`src/sv/tblp_pkg.sv`:
```
`default_nettype none

package tblp_pkg;

  localparam int unsigned COORD_W   = 12;
  localparam int unsigned RUNE_W    = 12;
  localparam int unsigned LH_W      = 8;
  localparam int unsigned DIVD_W    = COORD_W + 1;
  localparam int unsigned CNT_W     = $clog2(DIVD_W + 1);
  localparam int unsigned CFG_IDX_W = 3;
  localparam int unsigned S_TDATA_W = 64;
  localparam int unsigned M_TDATA_W = 56;

  localparam logic [COORD_W-1:0] COORD_MAX = {COORD_W{1'b1}};
  localparam logic [RUNE_W-1:0]  RUNE_MAX  = {RUNE_W{1'b1}};

  typedef enum logic [1:0] {
    KIND_TEXT    = 2'd0,
    KIND_TAB     = 2'd1,
    KIND_NEWLINE = 2'd2,
    KIND_CTRL    = 2'd3
  } box_kind_e;

  typedef enum logic [CFG_IDX_W-1:0] {
    CFG_LEFT   = 3'd0,
    CFG_RIGHT  = 3'd1,
    CFG_BOTTOM = 3'd2,
    CFG_LINE_H = 3'd3,
    CFG_TAB_W  = 3'd4
  } cfg_idx_e;

  typedef enum logic [2:0] {
    ST_IDLE,
    ST_DECIDE,
    ST_EMIT,
    ST_PLACE,
    ST_TAB_START,
    ST_TAB_WAIT,
    ST_FINAL
  } state_e;

  typedef struct packed {
    logic              start;
    logic [DIVD_W-1:0] dividend;
    logic [COORD_W-1:0] divisor;
  } rem_req_t;

  typedef struct packed {
    logic               done;
    logic [COORD_W-1:0] rem;
  } rem_rsp_t;

endpackage

`default_nettype wire

```
`src/sv/tblp_rem.sv`:
```
`default_nettype none

// Restoring remainder unit: one dividend bit per cycle.
module tblp_rem (
  input  wire logic              clk_i,
  input  wire logic              rst_ni,
  input  wire tblp_pkg::rem_req_t req_i,
  output tblp_pkg::rem_rsp_t     rsp_o
);

  logic [tblp_pkg::DIVD_W-1:0]  dvd_q, dvd_d;
  logic [tblp_pkg::COORD_W-1:0] rem_q, rem_d;
  logic [tblp_pkg::COORD_W-1:0] div_q, div_d;
  logic [tblp_pkg::CNT_W-1:0]   cnt_q, cnt_d;
  logic                         done_q, done_d;
  logic [tblp_pkg::DIVD_W-1:0]  shifted;
  logic [tblp_pkg::DIVD_W-1:0]  diff;

  always_comb begin
    shifted = {rem_q, dvd_q[tblp_pkg::DIVD_W-1]};
    diff    = shifted - {1'b0, div_q};
    dvd_d   = dvd_q;
    rem_d   = rem_q;
    div_d   = div_q;
    cnt_d   = cnt_q;
    done_d  = 1'b0;
    if (req_i.start) begin
      dvd_d = req_i.dividend;
      div_d = req_i.divisor;
      rem_d = '0;
      cnt_d = tblp_pkg::CNT_W'(tblp_pkg::DIVD_W);
    end else if (cnt_q != '0) begin
      dvd_d = {dvd_q[tblp_pkg::DIVD_W-2:0], 1'b0};
      // subtract when the shifted partial remainder covers the divisor
      rem_d = (shifted >= {1'b0, div_q}) ? diff[tblp_pkg::COORD_W-1:0]
                                         : shifted[tblp_pkg::COORD_W-1:0];
      cnt_d  = cnt_q - 1'b1;
      done_d = (cnt_q == tblp_pkg::CNT_W'(1));
    end
  end

  always_ff @(posedge clk_i or negedge rst_ni) begin
    if (!rst_ni) begin
      cnt_q  <= '0;
      done_q <= 1'b0;
    end else begin
      cnt_q  <= cnt_d;
      done_q <= done_d;
    end
  end

  always_ff @(posedge clk_i) begin
    dvd_q <= dvd_d;
    rem_q <= rem_d;
    div_q <= div_d;
  end

  assign rsp_o.done = done_q;
  assign rsp_o.rem  = rem_q;

endmodule

`default_nettype wire

```
`src/sv/text_box_layout_placer.sv`:
```
`default_nettype none

// Channel   Direction  Handshake                  Payload
// s_axis    in         s_axis_tvalid/tready       tdata box fields, tuser kind, tlast
// m_axis    out        m_axis_tvalid/tready       tdata placed box, tuser kind, tlast
// cfg       in         cfg_valid_i/cfg_ready_o    cfg_index_i, cfg_data_i
//
// One box word at a time. A box that merges into the held text box takes the
// accept and decide steps; any other non-tab box takes accept, decide, emit held
// and place when a box is held, and accept, decide and place when none is held.
// A tab box adds a start step and the tab-stop remainder, one dividend bit per
// cycle in the remainder unit. The last box of a pass adds a final emit step.
// Any cycle the result register is still full delays the emit steps.
// Reset loads the register defaults, clears the held box and puts the cursor
// at (0, 0). Configuration writes are taken in any cycle.
module text_box_layout_placer (
  input  wire logic                             clk_i,
  input  wire logic                             rst_ni,
  // s_axis
  input  wire logic                             s_axis_tvalid,
  output logic                                  s_axis_tready,
  // width[11:0] min_width[23:12] rune_count[35:24] merge_ok[36] first[37]
  // start_x[49:38] start_y[61:50], zero pad
  input  wire logic [tblp_pkg::S_TDATA_W-1:0]   s_axis_tdata,
  // kind[1:0]
  input  wire logic [1:0]                       s_axis_tuser,
  input  wire logic                             s_axis_tlast,
  // m_axis
  output logic                                  m_axis_tvalid,
  input  wire logic                             m_axis_tready,
  // box_x[11:0] box_y[23:12] box_width[35:24] box_runes[47:36] frame_full[48],
  // zero pad
  output logic [tblp_pkg::M_TDATA_W-1:0]        m_axis_tdata,
  // box_kind[1:0]
  output logic [1:0]                            m_axis_tuser,
  output logic                                  m_axis_tlast,
  // configuration write channel
  input  wire logic                             cfg_valid_i,
  output logic                                  cfg_ready_o,
  input  wire logic [tblp_pkg::CFG_IDX_W-1:0]   cfg_index_i,
  input  wire logic [tblp_pkg::COORD_W-1:0]     cfg_data_i
);

  localparam int unsigned CW = tblp_pkg::COORD_W;

  // Saturating unsigned add of two coordinate-wide values.
  function automatic logic [CW-1:0] sat_add(logic [CW-1:0] a, logic [CW-1:0] b);
    logic [CW:0] s;
    s = {1'b0, a} + {1'b0, b};
    return s[CW] ? tblp_pkg::COORD_MAX : s[CW-1:0];
  endfunction

  // configuration registers
  logic [CW-1:0]              left_q, right_q, bottom_q, tabw_q;
  logic [tblp_pkg::LH_W-1:0]  lh_q;

  // current box word
  tblp_pkg::box_kind_e        kind_q;
  logic [CW-1:0]              w_q, mw_q;
  logic [tblp_pkg::RUNE_W-1:0] rn_q;
  logic                       mok_q, last_q;

  // held box and cursor
  logic                       pend_valid_q;
  tblp_pkg::box_kind_e        pend_kind_q;
  logic [CW-1:0]              pend_x_q, pend_y_q, pend_width_q;
  logic [tblp_pkg::RUNE_W-1:0] pend_runes_q;
  logic                       pend_merge_q;
  logic [CW-1:0]              cur_x_q, cur_y_q;

  // tab work registers
  logic [CW-1:0]              wx_q, wy_q, tw_q;
  logic                       dneg_q;

  // result register
  logic                       out_valid_q;
  logic [CW-1:0]              ox_q, oy_q, ow_q;
  logic [tblp_pkg::RUNE_W-1:0] orn_q;
  tblp_pkg::box_kind_e        okind_q;
  logic                       ofull_q, olast_q;

  tblp_pkg::state_e           state_q, state_d;

  // sequencer strobes
  logic s_acc, m_acc, out_free;
  logic do_merge, emit_held, store_plain, place_tab, tab_start, tab_store, final_emit;

  // datapath
  logic                       merge_hit;
  logic [CW+1:0]              merge_sum;
  logic [CW-1:0]              need, px, py, adv_x, adv_y, tw_eff, bw_tab;
  logic                       wrap;
  logic [CW:0]                t0;
  logic [CW+1:0]              tab_dist;
  logic [CW:0]                dist_mag;
  logic [CW:0]                tab_adv;
  logic [CW+1:0]              tab_end;
  logic                       tab_fallback;
  logic [tblp_pkg::RUNE_W:0]  rune_sum;

  tblp_pkg::rem_req_t         rem_req;
  tblp_pkg::rem_rsp_t         rem_rsp;

  assign s_acc    = s_axis_tvalid && s_axis_tready;
  assign m_acc    = m_axis_tvalid && m_axis_tready;
  assign out_free = !out_valid_q || m_axis_tready;

  // Merge test: held and new are both mergeable text and the pair fits.
  assign merge_sum = {2'b00, pend_x_q} + {2'b00, pend_width_q} + {2'b00, w_q};
  assign merge_hit = pend_valid_q && (pend_kind_q == tblp_pkg::KIND_TEXT) &&
                     (kind_q == tblp_pkg::KIND_TEXT) && pend_merge_q && mok_q &&
                     (merge_sum < {2'b00, right_q});
  assign rune_sum  = {1'b0, pend_runes_q} + {1'b0, rn_q};

  // Cursor after the held box: newline drops to the next line.
  always_comb begin
    if (pend_kind_q == tblp_pkg::KIND_NEWLINE) begin
      adv_x = left_q;
      adv_y = sat_add(pend_y_q, CW'(lh_q));
    end else begin
      adv_x = sat_add(pend_x_q, pend_width_q);
      adv_y = pend_y_q;
    end
  end

  // Fit test: text uses width, other kinds use min_width; wrap on overflow.
  assign need = (kind_q == tblp_pkg::KIND_TEXT) ? w_q : mw_q;
  assign wrap = ({1'b0, need} + {1'b0, cur_x_q}) > {1'b0, right_q};
  assign px   = wrap ? left_q : cur_x_q;
  assign py   = wrap ? sat_add(cur_y_q, CW'(lh_q)) : cur_y_q;

  // Tab stop: distance from the left edge to x + tab width, remainder taken
  // on its magnitude; a negative distance rounds toward zero.
  assign tw_eff   = (tabw_q == '0) ? CW'(1) : tabw_q;
  assign t0       = {1'b0, wx_q} + {1'b0, tw_eff};
  assign tab_dist = {1'b0, t0} - {2'b00, left_q};
  assign dist_mag = tab_dist[CW+1] ? (CW+1)'(0) - tab_dist[CW:0] : tab_dist[CW:0];

  assign tab_adv  = dneg_q ? ({1'b0, tw_q} + {1'b0, rem_rsp.rem})
                           : ({1'b0, tw_q} - {1'b0, rem_rsp.rem});
  assign tab_end  = {2'b00, wx_q} + {1'b0, tab_adv};
  assign tab_fallback = (tab_adv < {1'b0, mw_q}) || (tab_end > {2'b00, right_q});
  assign bw_tab   = tab_fallback ? mw_q : tab_adv[CW-1:0];

  assign rem_req.start    = tab_start;
  assign rem_req.dividend = dist_mag;
  assign rem_req.divisor  = tw_eff;

  tblp_rem u_rem (
    .clk_i  (clk_i),
    .rst_ni (rst_ni),
    .req_i  (rem_req),
    .rsp_o  (rem_rsp)
  );

  // Sequencer: decide merge, emit held box, place, optional tab, final emit.
  always_comb begin
    state_d     = state_q;
    do_merge    = 1'b0;
    emit_held   = 1'b0;
    store_plain = 1'b0;
    place_tab   = 1'b0;
    tab_start   = 1'b0;
    tab_store   = 1'b0;
    final_emit  = 1'b0;
    unique case (state_q)
      tblp_pkg::ST_IDLE: begin
        if (s_acc) state_d = tblp_pkg::ST_DECIDE;
      end
      tblp_pkg::ST_DECIDE: begin
        if (merge_hit) begin
          do_merge = 1'b1;
          state_d  = last_q ? tblp_pkg::ST_FINAL : tblp_pkg::ST_IDLE;
        end else if (pend_valid_q) begin
          state_d = tblp_pkg::ST_EMIT;
        end else begin
          state_d = tblp_pkg::ST_PLACE;
        end
      end
      tblp_pkg::ST_EMIT: begin
        if (out_free) begin
          emit_held = 1'b1;
          state_d   = tblp_pkg::ST_PLACE;
        end
      end
      tblp_pkg::ST_PLACE: begin
        if (kind_q == tblp_pkg::KIND_TAB) begin
          place_tab = 1'b1;
          state_d   = tblp_pkg::ST_TAB_START;
        end else begin
          store_plain = 1'b1;
          state_d     = last_q ? tblp_pkg::ST_FINAL : tblp_pkg::ST_IDLE;
        end
      end
      tblp_pkg::ST_TAB_START: begin
        tab_start = 1'b1;
        state_d   = tblp_pkg::ST_TAB_WAIT;
      end
      tblp_pkg::ST_TAB_WAIT: begin
        if (rem_rsp.done) begin
          tab_store = 1'b1;
          state_d   = last_q ? tblp_pkg::ST_FINAL : tblp_pkg::ST_IDLE;
        end
      end
      tblp_pkg::ST_FINAL: begin
        if (out_free) begin
          final_emit = 1'b1;
          state_d    = tblp_pkg::ST_IDLE;
        end
      end
      default: state_d = tblp_pkg::ST_IDLE;
    endcase
  end

  always_ff @(posedge clk_i or negedge rst_ni) begin
    if (!rst_ni) begin
      state_q <= tblp_pkg::ST_IDLE;
    end else begin
      state_q <= state_d;
    end
  end

  // Control state: config, held box, cursor, result valid.
  always_ff @(posedge clk_i or negedge rst_ni) begin
    if (!rst_ni) begin
      left_q       <= '0;
      right_q      <= tblp_pkg::COORD_MAX;
      bottom_q     <= tblp_pkg::COORD_MAX;
      lh_q         <= tblp_pkg::LH_W'(16);
      tabw_q       <= CW'(64);
      pend_valid_q <= 1'b0;
      pend_kind_q  <= tblp_pkg::KIND_TEXT;
      pend_x_q     <= '0;
      pend_y_q     <= '0;
      pend_width_q <= '0;
      pend_runes_q <= '0;
      pend_merge_q <= 1'b0;
      cur_x_q      <= '0;
      cur_y_q      <= '0;
      out_valid_q  <= 1'b0;
    end else begin
      if (cfg_valid_i) begin
        unique case (cfg_index_i)
          tblp_pkg::CFG_LEFT:   left_q   <= cfg_data_i;
          tblp_pkg::CFG_RIGHT:  right_q  <= cfg_data_i;
          tblp_pkg::CFG_BOTTOM: bottom_q <= cfg_data_i;
          tblp_pkg::CFG_LINE_H: lh_q     <= cfg_data_i[tblp_pkg::LH_W-1:0];
          tblp_pkg::CFG_TAB_W:  tabw_q   <= cfg_data_i;
          default: ;
        endcase
      end

      // first box of a pass: drop any held box, load the start cursor
      if (s_acc && s_axis_tdata[37]) begin
        pend_valid_q <= 1'b0;
        cur_x_q      <= s_axis_tdata[49:38];
        cur_y_q      <= s_axis_tdata[61:50];
      end

      if (do_merge) begin
        pend_width_q <= sat_add(pend_width_q, w_q);
        pend_runes_q <= rune_sum[tblp_pkg::RUNE_W] ? tblp_pkg::RUNE_MAX
                                                   : rune_sum[tblp_pkg::RUNE_W-1:0];
      end

      if (emit_held || final_emit) begin
        cur_x_q      <= adv_x;
        cur_y_q      <= adv_y;
        pend_valid_q <= 1'b0;
      end

      if (store_plain) begin
        pend_valid_q <= 1'b1;
        pend_kind_q  <= kind_q;
        pend_x_q     <= px;
        pend_y_q     <= py;
        pend_width_q <= w_q;
        pend_runes_q <= (kind_q == tblp_pkg::KIND_TEXT) ? rn_q : '0;
        pend_merge_q <= mok_q;
      end

      if (tab_store) begin
        pend_valid_q <= 1'b1;
        pend_kind_q  <= tblp_pkg::KIND_TAB;
        pend_x_q     <= wx_q;
        pend_y_q     <= wy_q;
        pend_width_q <= bw_tab;
        pend_runes_q <= '0;
        pend_merge_q <= mok_q;
      end

      if (emit_held || final_emit) begin
        out_valid_q <= 1'b1;
      end else if (m_acc) begin
        out_valid_q <= 1'b0;
      end
    end
  end

  // Payload registers.
  always_ff @(posedge clk_i) begin
    if (s_acc) begin
      kind_q <= tblp_pkg::box_kind_e'(s_axis_tuser);
      w_q    <= s_axis_tdata[11:0];
      mw_q   <= s_axis_tdata[23:12];
      rn_q   <= s_axis_tdata[35:24];
      mok_q  <= s_axis_tdata[36];
      last_q <= s_axis_tlast;
    end
    if (place_tab) begin
      wx_q <= px;
      wy_q <= py;
    end
    if (tab_start) begin
      tw_q   <= tw_eff;
      dneg_q <= tab_dist[CW+1];
    end
    if (emit_held || final_emit) begin
      ox_q    <= pend_x_q;
      oy_q    <= pend_y_q;
      ow_q    <= pend_width_q;
      orn_q   <= pend_runes_q;
      okind_q <= pend_kind_q;
      ofull_q <= final_emit && (adv_y >= bottom_q);
      olast_q <= final_emit;
    end
  end

  assign s_axis_tready = (state_q == tblp_pkg::ST_IDLE);
  assign cfg_ready_o   = 1'b1;
  assign m_axis_tvalid = out_valid_q;
  assign m_axis_tdata  = {7'b0, ofull_q, orn_q, ow_q, oy_q, ox_q};
  assign m_axis_tuser  = okind_q;
  assign m_axis_tlast  = olast_q;

endmodule

`default_nettype wire

```
`config.mk`:
```
export PLATFORM = sky130hd
export DESIGN_NAME = text_box_layout_placer
export DESIGN_NICKNAME = d
export VERILOG_FILES = /design/src/sv/tblp_pkg.sv /design/src/sv/tblp_rem.sv /design/src/sv/text_box_layout_placer.sv
export SDC_FILE = /design/constraint.sdc
export NUM_CORES = 1
export LEC_CHECK = 0
export ABC_AREA = 0
export BUFFER_PORTS_ARGS = -buffer_cell sky130_fd_sc_hd__buf_2
export CORE_MARGIN = 2
export CORE_UTILIZATION = 55
export CTS_BUF_LIST = sky130_fd_sc_hd__clkbuf_4 sky130_fd_sc_hd__clkbuf_8
export DETAILED_ROUTE_END_ITERATION = 8
export HOLD_SLACK_MARGIN = 0.02
export PLACE_DENSITY_LB_ADDON = 0.3
export SLEW_MARGIN = 20
export SYNTH_ARGS = -nofsm -noshare
export SYNTH_HDL_FRONTEND = slang
export SYNTH_HIERARCHICAL = 1
export SYNTH_SLANG_ARGS = --single-unit
```
`constraint.sdc`:
```
create_clock -name clk_i -period 5.8 [get_ports clk_i]
set_input_delay 0.58 -clock clk_i [delete_from_list [all_inputs] [get_ports clk_i]]
set_output_delay 0.58 -clock clk_i [all_outputs]
set_load 0.02 [all_outputs]
```
# --- Word-level counts from Yosys, hierarchy flattened ---
# Cells that the tools add are included.
word_totals:
  register_bits: 295
  latch_bits: 0
  ram_bits: 0
  mem_bits_ro: 0
  in_bits: 87
  word_cells: 174
  mem_count: 0
op_classes:
  addsub: 16
  mul: 0
  div: 0
  order_cmp: 6
  eq_ne: 17
  n_shift: 0
  mux: 67
  bitwise: 0
  reduce_logical: 31
ops:
  columns: ["cell", "n"]
  rows:
  - ["two-way mux 12 bit", 28]
  - ["adder 12 x 12 -> 13 bit", 7]
  - ["two-way mux 13 bit", 4]
  - ["adder 12 x 8 -> 13 bit", 2]
  - ["two-way mux 1 bit", 23]
  - ["two-way mux 3 bit", 7]
  - ["case mux 3 bit (7 select lines)", 1]
  - ["adder 12 x 13 -> 14 bit", 1]
  - ["adder 13 x 12 -> 14 bit", 1]
  - ["greater-than comparator 14 x 12 -> 1 bit", 1]
  - ["< comparator 14 x 12 -> 1 bit", 1]
  - ["subtractor 13 x 12 -> 14 bit", 1]
  - ["greater-or-equal comparator 13 x 12 -> 1 bit", 1]
  - ["greater-than comparator 13 x 12 -> 1 bit", 1]
  - ["< comparator 13 x 12 -> 1 bit", 1]
  - ["subtractor 1 x 13 -> 13 bit, first input constant", 1]
  - ["subtractor 12 x 12 -> 13 bit", 1]
  - ["== test 3 x 2 -> 1 bit, second input constant", 4]
  - ["== test 3 bit, second input constant", 4]
  - ["greater-or-equal comparator 12 bit", 1]
  - ["zero test 12 bit", 1]
  - ["subtractor 12 bit", 1]
  - ["AND reduction 2 bit", 5]
  - ["logical AND 1 bit", 9]
  - ["17 further kinds", 30]

# --- Longest topological paths before layout ---
depth:
  word_depth: 11
  depth_mapped: 27
  mapped_depth_nobuf: 26

# --- Hierarchy ---
# The synthesis kept the hierarchy.
by_module_without_submodules:
  columns: ["mod", "instances", "cells_per_inst", "area_per_inst_um2", "seq_area_each_um2"]
  rows:
  - ["text_box_layout_placer", 1, 1767, 17893.4, 7309.5]
  - ["tblp_rem", 1, 207, 2263.4, 1116.1]

# --- Least setup slack after synthesis ---
# Ideal clock, no wire load.
synth_path:
  kind: "reg2reg"
  startpoint: "reg u_rem/rem_q[0] (netlist bit)"
  endpoint: "reg pend_width_q[7]"
  setup_ps: 132
  arrival_ps: 5795
  required_time_ps: 5668
  slack_ps: -127
  path_stages_with_launch: 28
  path_buffers: 1
  path_cell_list: "dfxtp_1 > inv_1 > ha_1 > mux2_2 > ha_1 > a21o_1 > a21o_1 > a2111oi_0 > nor3_1 > a21oi_1 > xnor2_1 > ha_1 > or4_1 > o21ai_1 > o21ba_2 > a21o_1 > a21oi_1 > xnor2_1 > ha_1 > a21o_1 > a2111oi_0 > a311oi_1 > nor4b_1 > mux2i_2 > buf_6 > mux2_4 > a22oi_2 > o21ai_1"
synth_between:
  elab_chain_cells: 7
  elab_cells_between_ends: 9
  cone_classes: "add/sub (3); order compare (2); mux (3); reduce/logical (1)"
synth_lines:
  columns: ["element", "line_no", "text"]
  rows:
  - ["start: declaration", "tblp_rem.sv:12", "logic [tblp_pkg::COORD_W-1:0] rem_q, rem_d;"]
  - ["start signal: assignment", "tblp_rem.sv:54", "rem_q <= rem_d;"]
  - ["subtractor 12 x 12 -> 13 bit or adder 12 x 12 -> 13 bit (tied branches)", "text_box_layout_placer.sv:140, text_box_layout_placer.sv:139", null]
  - ["two-way mux 13 bit *", "text_box_layout_placer.sv:139", "assign tab_adv = dneg_q ? ({1'b0, tw_q} + {1'b0, rem_rsp.rem})"]
  - ["adder 12 x 13 -> 14 bit", "text_box_layout_placer.sv:141", "assign tab_end = {2'b00, wx_q} + {1'b0, tab_adv};"]
  - ["greater-than comparator 14 x 12 -> 1 bit", "text_box_layout_placer.sv:142", "assign tab_fallback = (tab_adv < {1'b0, mw_q}) || (tab_end > {2'b00, right_q});"]
  - ["logical OR 1 bit", "text_box_layout_placer.sv:142", null]
  - ["two-way mux 12 bit *", "text_box_layout_placer.sv:143", "assign bw_tab = tab_fallback ? mw_q : tab_adv[CW-1:0];"]
  - ["two-way mux 12 bit *", "text_box_layout_placer.sv:282", "if (tab_store) begin"]
  - ["end signal: assignment", "text_box_layout_placer.sv:261", "pend_width_q <= sat_add(pend_width_q, w_q);"]
  - ["end signal: assignment", "text_box_layout_placer.sv:277", "pend_width_q <= w_q;"]
  - ["end signal: assignment", "text_box_layout_placer.sv:287", "pend_width_q <= bw_tab;"]
  - ["end: declaration", "text_box_layout_placer.sv:66", "logic [CW-1:0] pend_x_q, pend_y_q, pend_width_q;"]
# Mark *: on every way between the ends. The rest lies on a longest branch, timed or not.
# A chain may end at the register's enable or synchronous reset.

# --- Final worst setup path ---
layout_path:
  startpoint: "reg u_rem/rem_q[1] (netlist bit)"
  endpoint: "reg pend_width_q[8]"
# Same word-level chain as after synthesis.

==> impl_metrics.env <==
export IMPL_drt_wl_total_mm=55.6
export IMPL_skew_ps=42.1
export IMPL_grt_overflow_total=0
export IMPL_wl_per_cell_microns=20.8
export IMPL_violations="setup timing"
export IMPL_critPathTopFamily="compound AO/OA/AOI/OAI gates"
export IMPL_largest_register="u_rem/dvd_q"
export IMPL_ctsHoldBuffers=0
export IMPL_die_w_microns=195
export IMPL_viasPerCell=6.01
export IMPL_io_buffers=138
export IMPL_hold_worst_slack_ps=10.1
export IMPL_outcome="finished with violations"
export IMPL_clock_sinks=307
export IMPL_rsz0062_at_grt="yes"
export IMPL_synth_cell_types=90
export IMPL_cp_common_cell="a21o_1"
export IMPL_largest_register_ff_count=13
export IMPL_area_growth_pct=14.2
export IMPL_ys_warnings_count=6
export IMPL_grt_max_degree=92
export IMPL_drive_gt1_frac=0.202
export IMPL_fmax_mhz=169
export IMPL_dr_first_iter_drc_count=1192
export IMPL_synth_top_flop_cell="edfxtp_1"
export IMPL_dr_pass1_iters=5
export IMPL_grt_pass1_vias=15500
export IMPL_track_usage=0.290
export IMPL_vias=16000
export IMPL_dp_hpwl_mm=41.7
export IMPL_clk_pin_slew_worst_paths_ps=60
export IMPL_detail_route_drc_violations=0
export IMPL_synth_seq_area_share=0.418
export IMPL_critPathMaxStageDelay_ps=440
export IMPL_synth_top_cell_area_share=0.229
export IMPL_async_flop_share=0.459
export IMPL_synth_cell_area_sq_mm=0.0202
export IMPL_period_minus_slack_ps=5920
export IMPL_fin_crit_sh=1.02
export IMPL_grt_pass1_wl_mm=85.2
export IMPL_reg2reg_from="u_rem/rem_q[1]$_SDFFE_PP0N_"
export IMPL_crit_slowest_cell="or4_1"
export IMPL_slew_violations=0
export IMPL_relSlewSlack=0.252
export IMPL_critPathRequiredTime_ps=6310
export IMPL_clk_path_buf_depth=3
export IMPL_core_area_sq_mm=0.0363
export IMPL_maxCapViolations=0
export IMPL_antenna_found_initial=0
export IMPL_h_tree_depth=2
export IMPL_dieArea_sq_mm=0.0382
export IMPL_crit_arrival_ps=6430
export IMPL_endpoint_kind="flop"
export IMPL_synth_top_area_cell="edfxtp_1"
export IMPL_fin_nets=2464
export IMPL_cts_tree="done"
export IMPL_synth_seq_cells=307
export IMPL_cts_root_buf="clkbuf_8"
export IMPL_gp_congestion=0.982
export IMPL_die_h_microns=195
export IMPL_pin_count=149
export IMPL_setup_viol=7
export IMPL_rows=70
export IMPL_clock_latency_ps=660
export IMPL_setup_slack_ps=-116
export IMPL_start_kind="flop"
export IMPL_synth_cells=1974
export IMPL_cp_max_fo=7
export IMPL_initial_core_util=0.555
export IMPL_hold_path_class="primary input to asynchronous set/reset pin"
export IMPL_path_class="flop to flop"
export IMPL_ant_nets=0
export IMPL_critPathLaunch="u_rem/rem_q[1]$_SDFFE_PP0N_"
export IMPL_syn_mean_instance_area_sq_um=10.2
export IMPL_report_final_hold_viol_count=0
export IMPL_tightest_slew_ps=1120
export IMPL_postLayoutCoreUtil=0.634
export IMPL_setup_tns_final_ps=-704
export IMPL_yosys_top_cells_area="edfxtp_1 (23%), dfrtp_1 (14%), ha_1 (12%)"
export IMPL_cts_buffers=53
export IMPL_critPathBufInv=3
export IMPL_synth_edf_count=154
export IMPL_diodes=0
## per-stage QoR
stage | cells | cell area, sq um | setup WS, ps
floorplan | 1980 | 20200 | 10.4
global placement | 2560 | 21600 | -224
detailed placement | 2560 | 21600 | -425
CTS | 2663 | 22900 | 3.18
global route | 2666 | 23000 | -341
finish | 2666 | 23000 | -116
## per-layer routing
| layer | up-vias | global-route usage | wire length, microns |
|---|---|---|---|
| met2 | 597 | 0.457 | 25600 |
| met3 | 124 | 0.0791 | 4670 |
| li1 | 7540 | - | - |
| met4 | 0 | 0.105 | 1900 |
| met5 | - | 0 | 0 |
| met1 | 7758 | 0.384 | 23400 |
## worst register-to-register path: cells and delay by family (launching register included)
kind	cells	cell delay, ps
xor+xnor	2	250
fa+ha+maj	4	930
mux	3	720
buf+inv	3	380
compound gates	13	2640
flops	1	330
simple gates	2	550
## synthesized netlist by cell type, types with 20 or more instances
library cell and n:
a211oi_1 20, a21oi_1 128, edfxtp_1 154, o21ai_0 136, nor2b_1 24, xor2_1 35, dfstp_2 26, nand2_1 161
fa_1 34, xnor2_1 72, mux2_2 51, mux2i_1 20, nor3_1 40, dfrtp_1 115, nor2_1 86, ha_1 190
a21o_1 54, a22o_1 20, clkbuf_1 59, nand3_1 32, inv_1 166
## area by class of cell
class / count / area (sq um)
Fill cell: 2926 / 13300
Multi-Input combinational cell: 1426 / 11000
Sequential cell: 307 / 8430
Timing Repair Buffer: 199 / 1170
Clock buffer: 77 / 966
Inverter: 166 / 624
Tap cell: 468 / 586
Clock inverter: 23 / 241
## cells in the final DEF (no fill, tap or decap), types with 24 or more instances in the layout
cell type,n
nand2_1,160
nor2b_1,24
fa_1,34
dfstp_2,26
xnor2_1,71
buf_4,60
dfrtp_1,115
nor3_1,37
ha_1,186
xor2_1,35
o21ai_0,136
edfxtp_1,154
nand3_1,32
clkbuf_8,62
a21o_1,54
nor2_1,84
inv_1,162
buf_2,137
mux2_2,50
a21oi_1,121
## kinds of logic after synthesis
| logic type | Yosys count | synth area share |
|---|---|---|
| AO/OA/AOI/OAI | 557 | 0.183 |
| XOR/XNOR | 107 | 0.0465 |
| adder cells (fa/ha/maj) | 224 | 0.152 |
| buffers and inverters | 247 | 0.0489 |
| flip-flops | 307 | 0.418 |
| multiplexers | 81 | 0.0447 |
| other | 2 | 0.000373 |
| AND/OR/NAND/NOR | 449 | 0.107 |
## repair_timing
item                                    4_1_cts  5_1_grt
setup buffers                                 3        6
endpoints found under the setup margin       12       19
resized for setup                            11       27
pin swaps                                     7       28
## worst paths after layout
path / endpoint / slack [ps] / depth (start not counted)
max in group asynchronous: cur_x_q[1]$_DFFE_PN0P_ / 4490 / 2
hold reg to reg: pend_merge_q$_DFFE_PN0P_ / 470 / 2
setup reg to reg: pend_width_q[8]$_DFFE_PN0P_ / -120 / 27
min in group clk_i: w_q[7]$_DFFE_PP_ / 100 / 1
setup / recovery: pend_width_q[8]$_DFFE_PN0P_ / -120 / 27
hold / removal: u_rem/cnt_q[3]$_DFFE_PN0P_ / 10 / 1
Power is left out: the tool's default activity adds up to more than one toggle a clock period on the data nets, which glitch-free logic cannot reach.
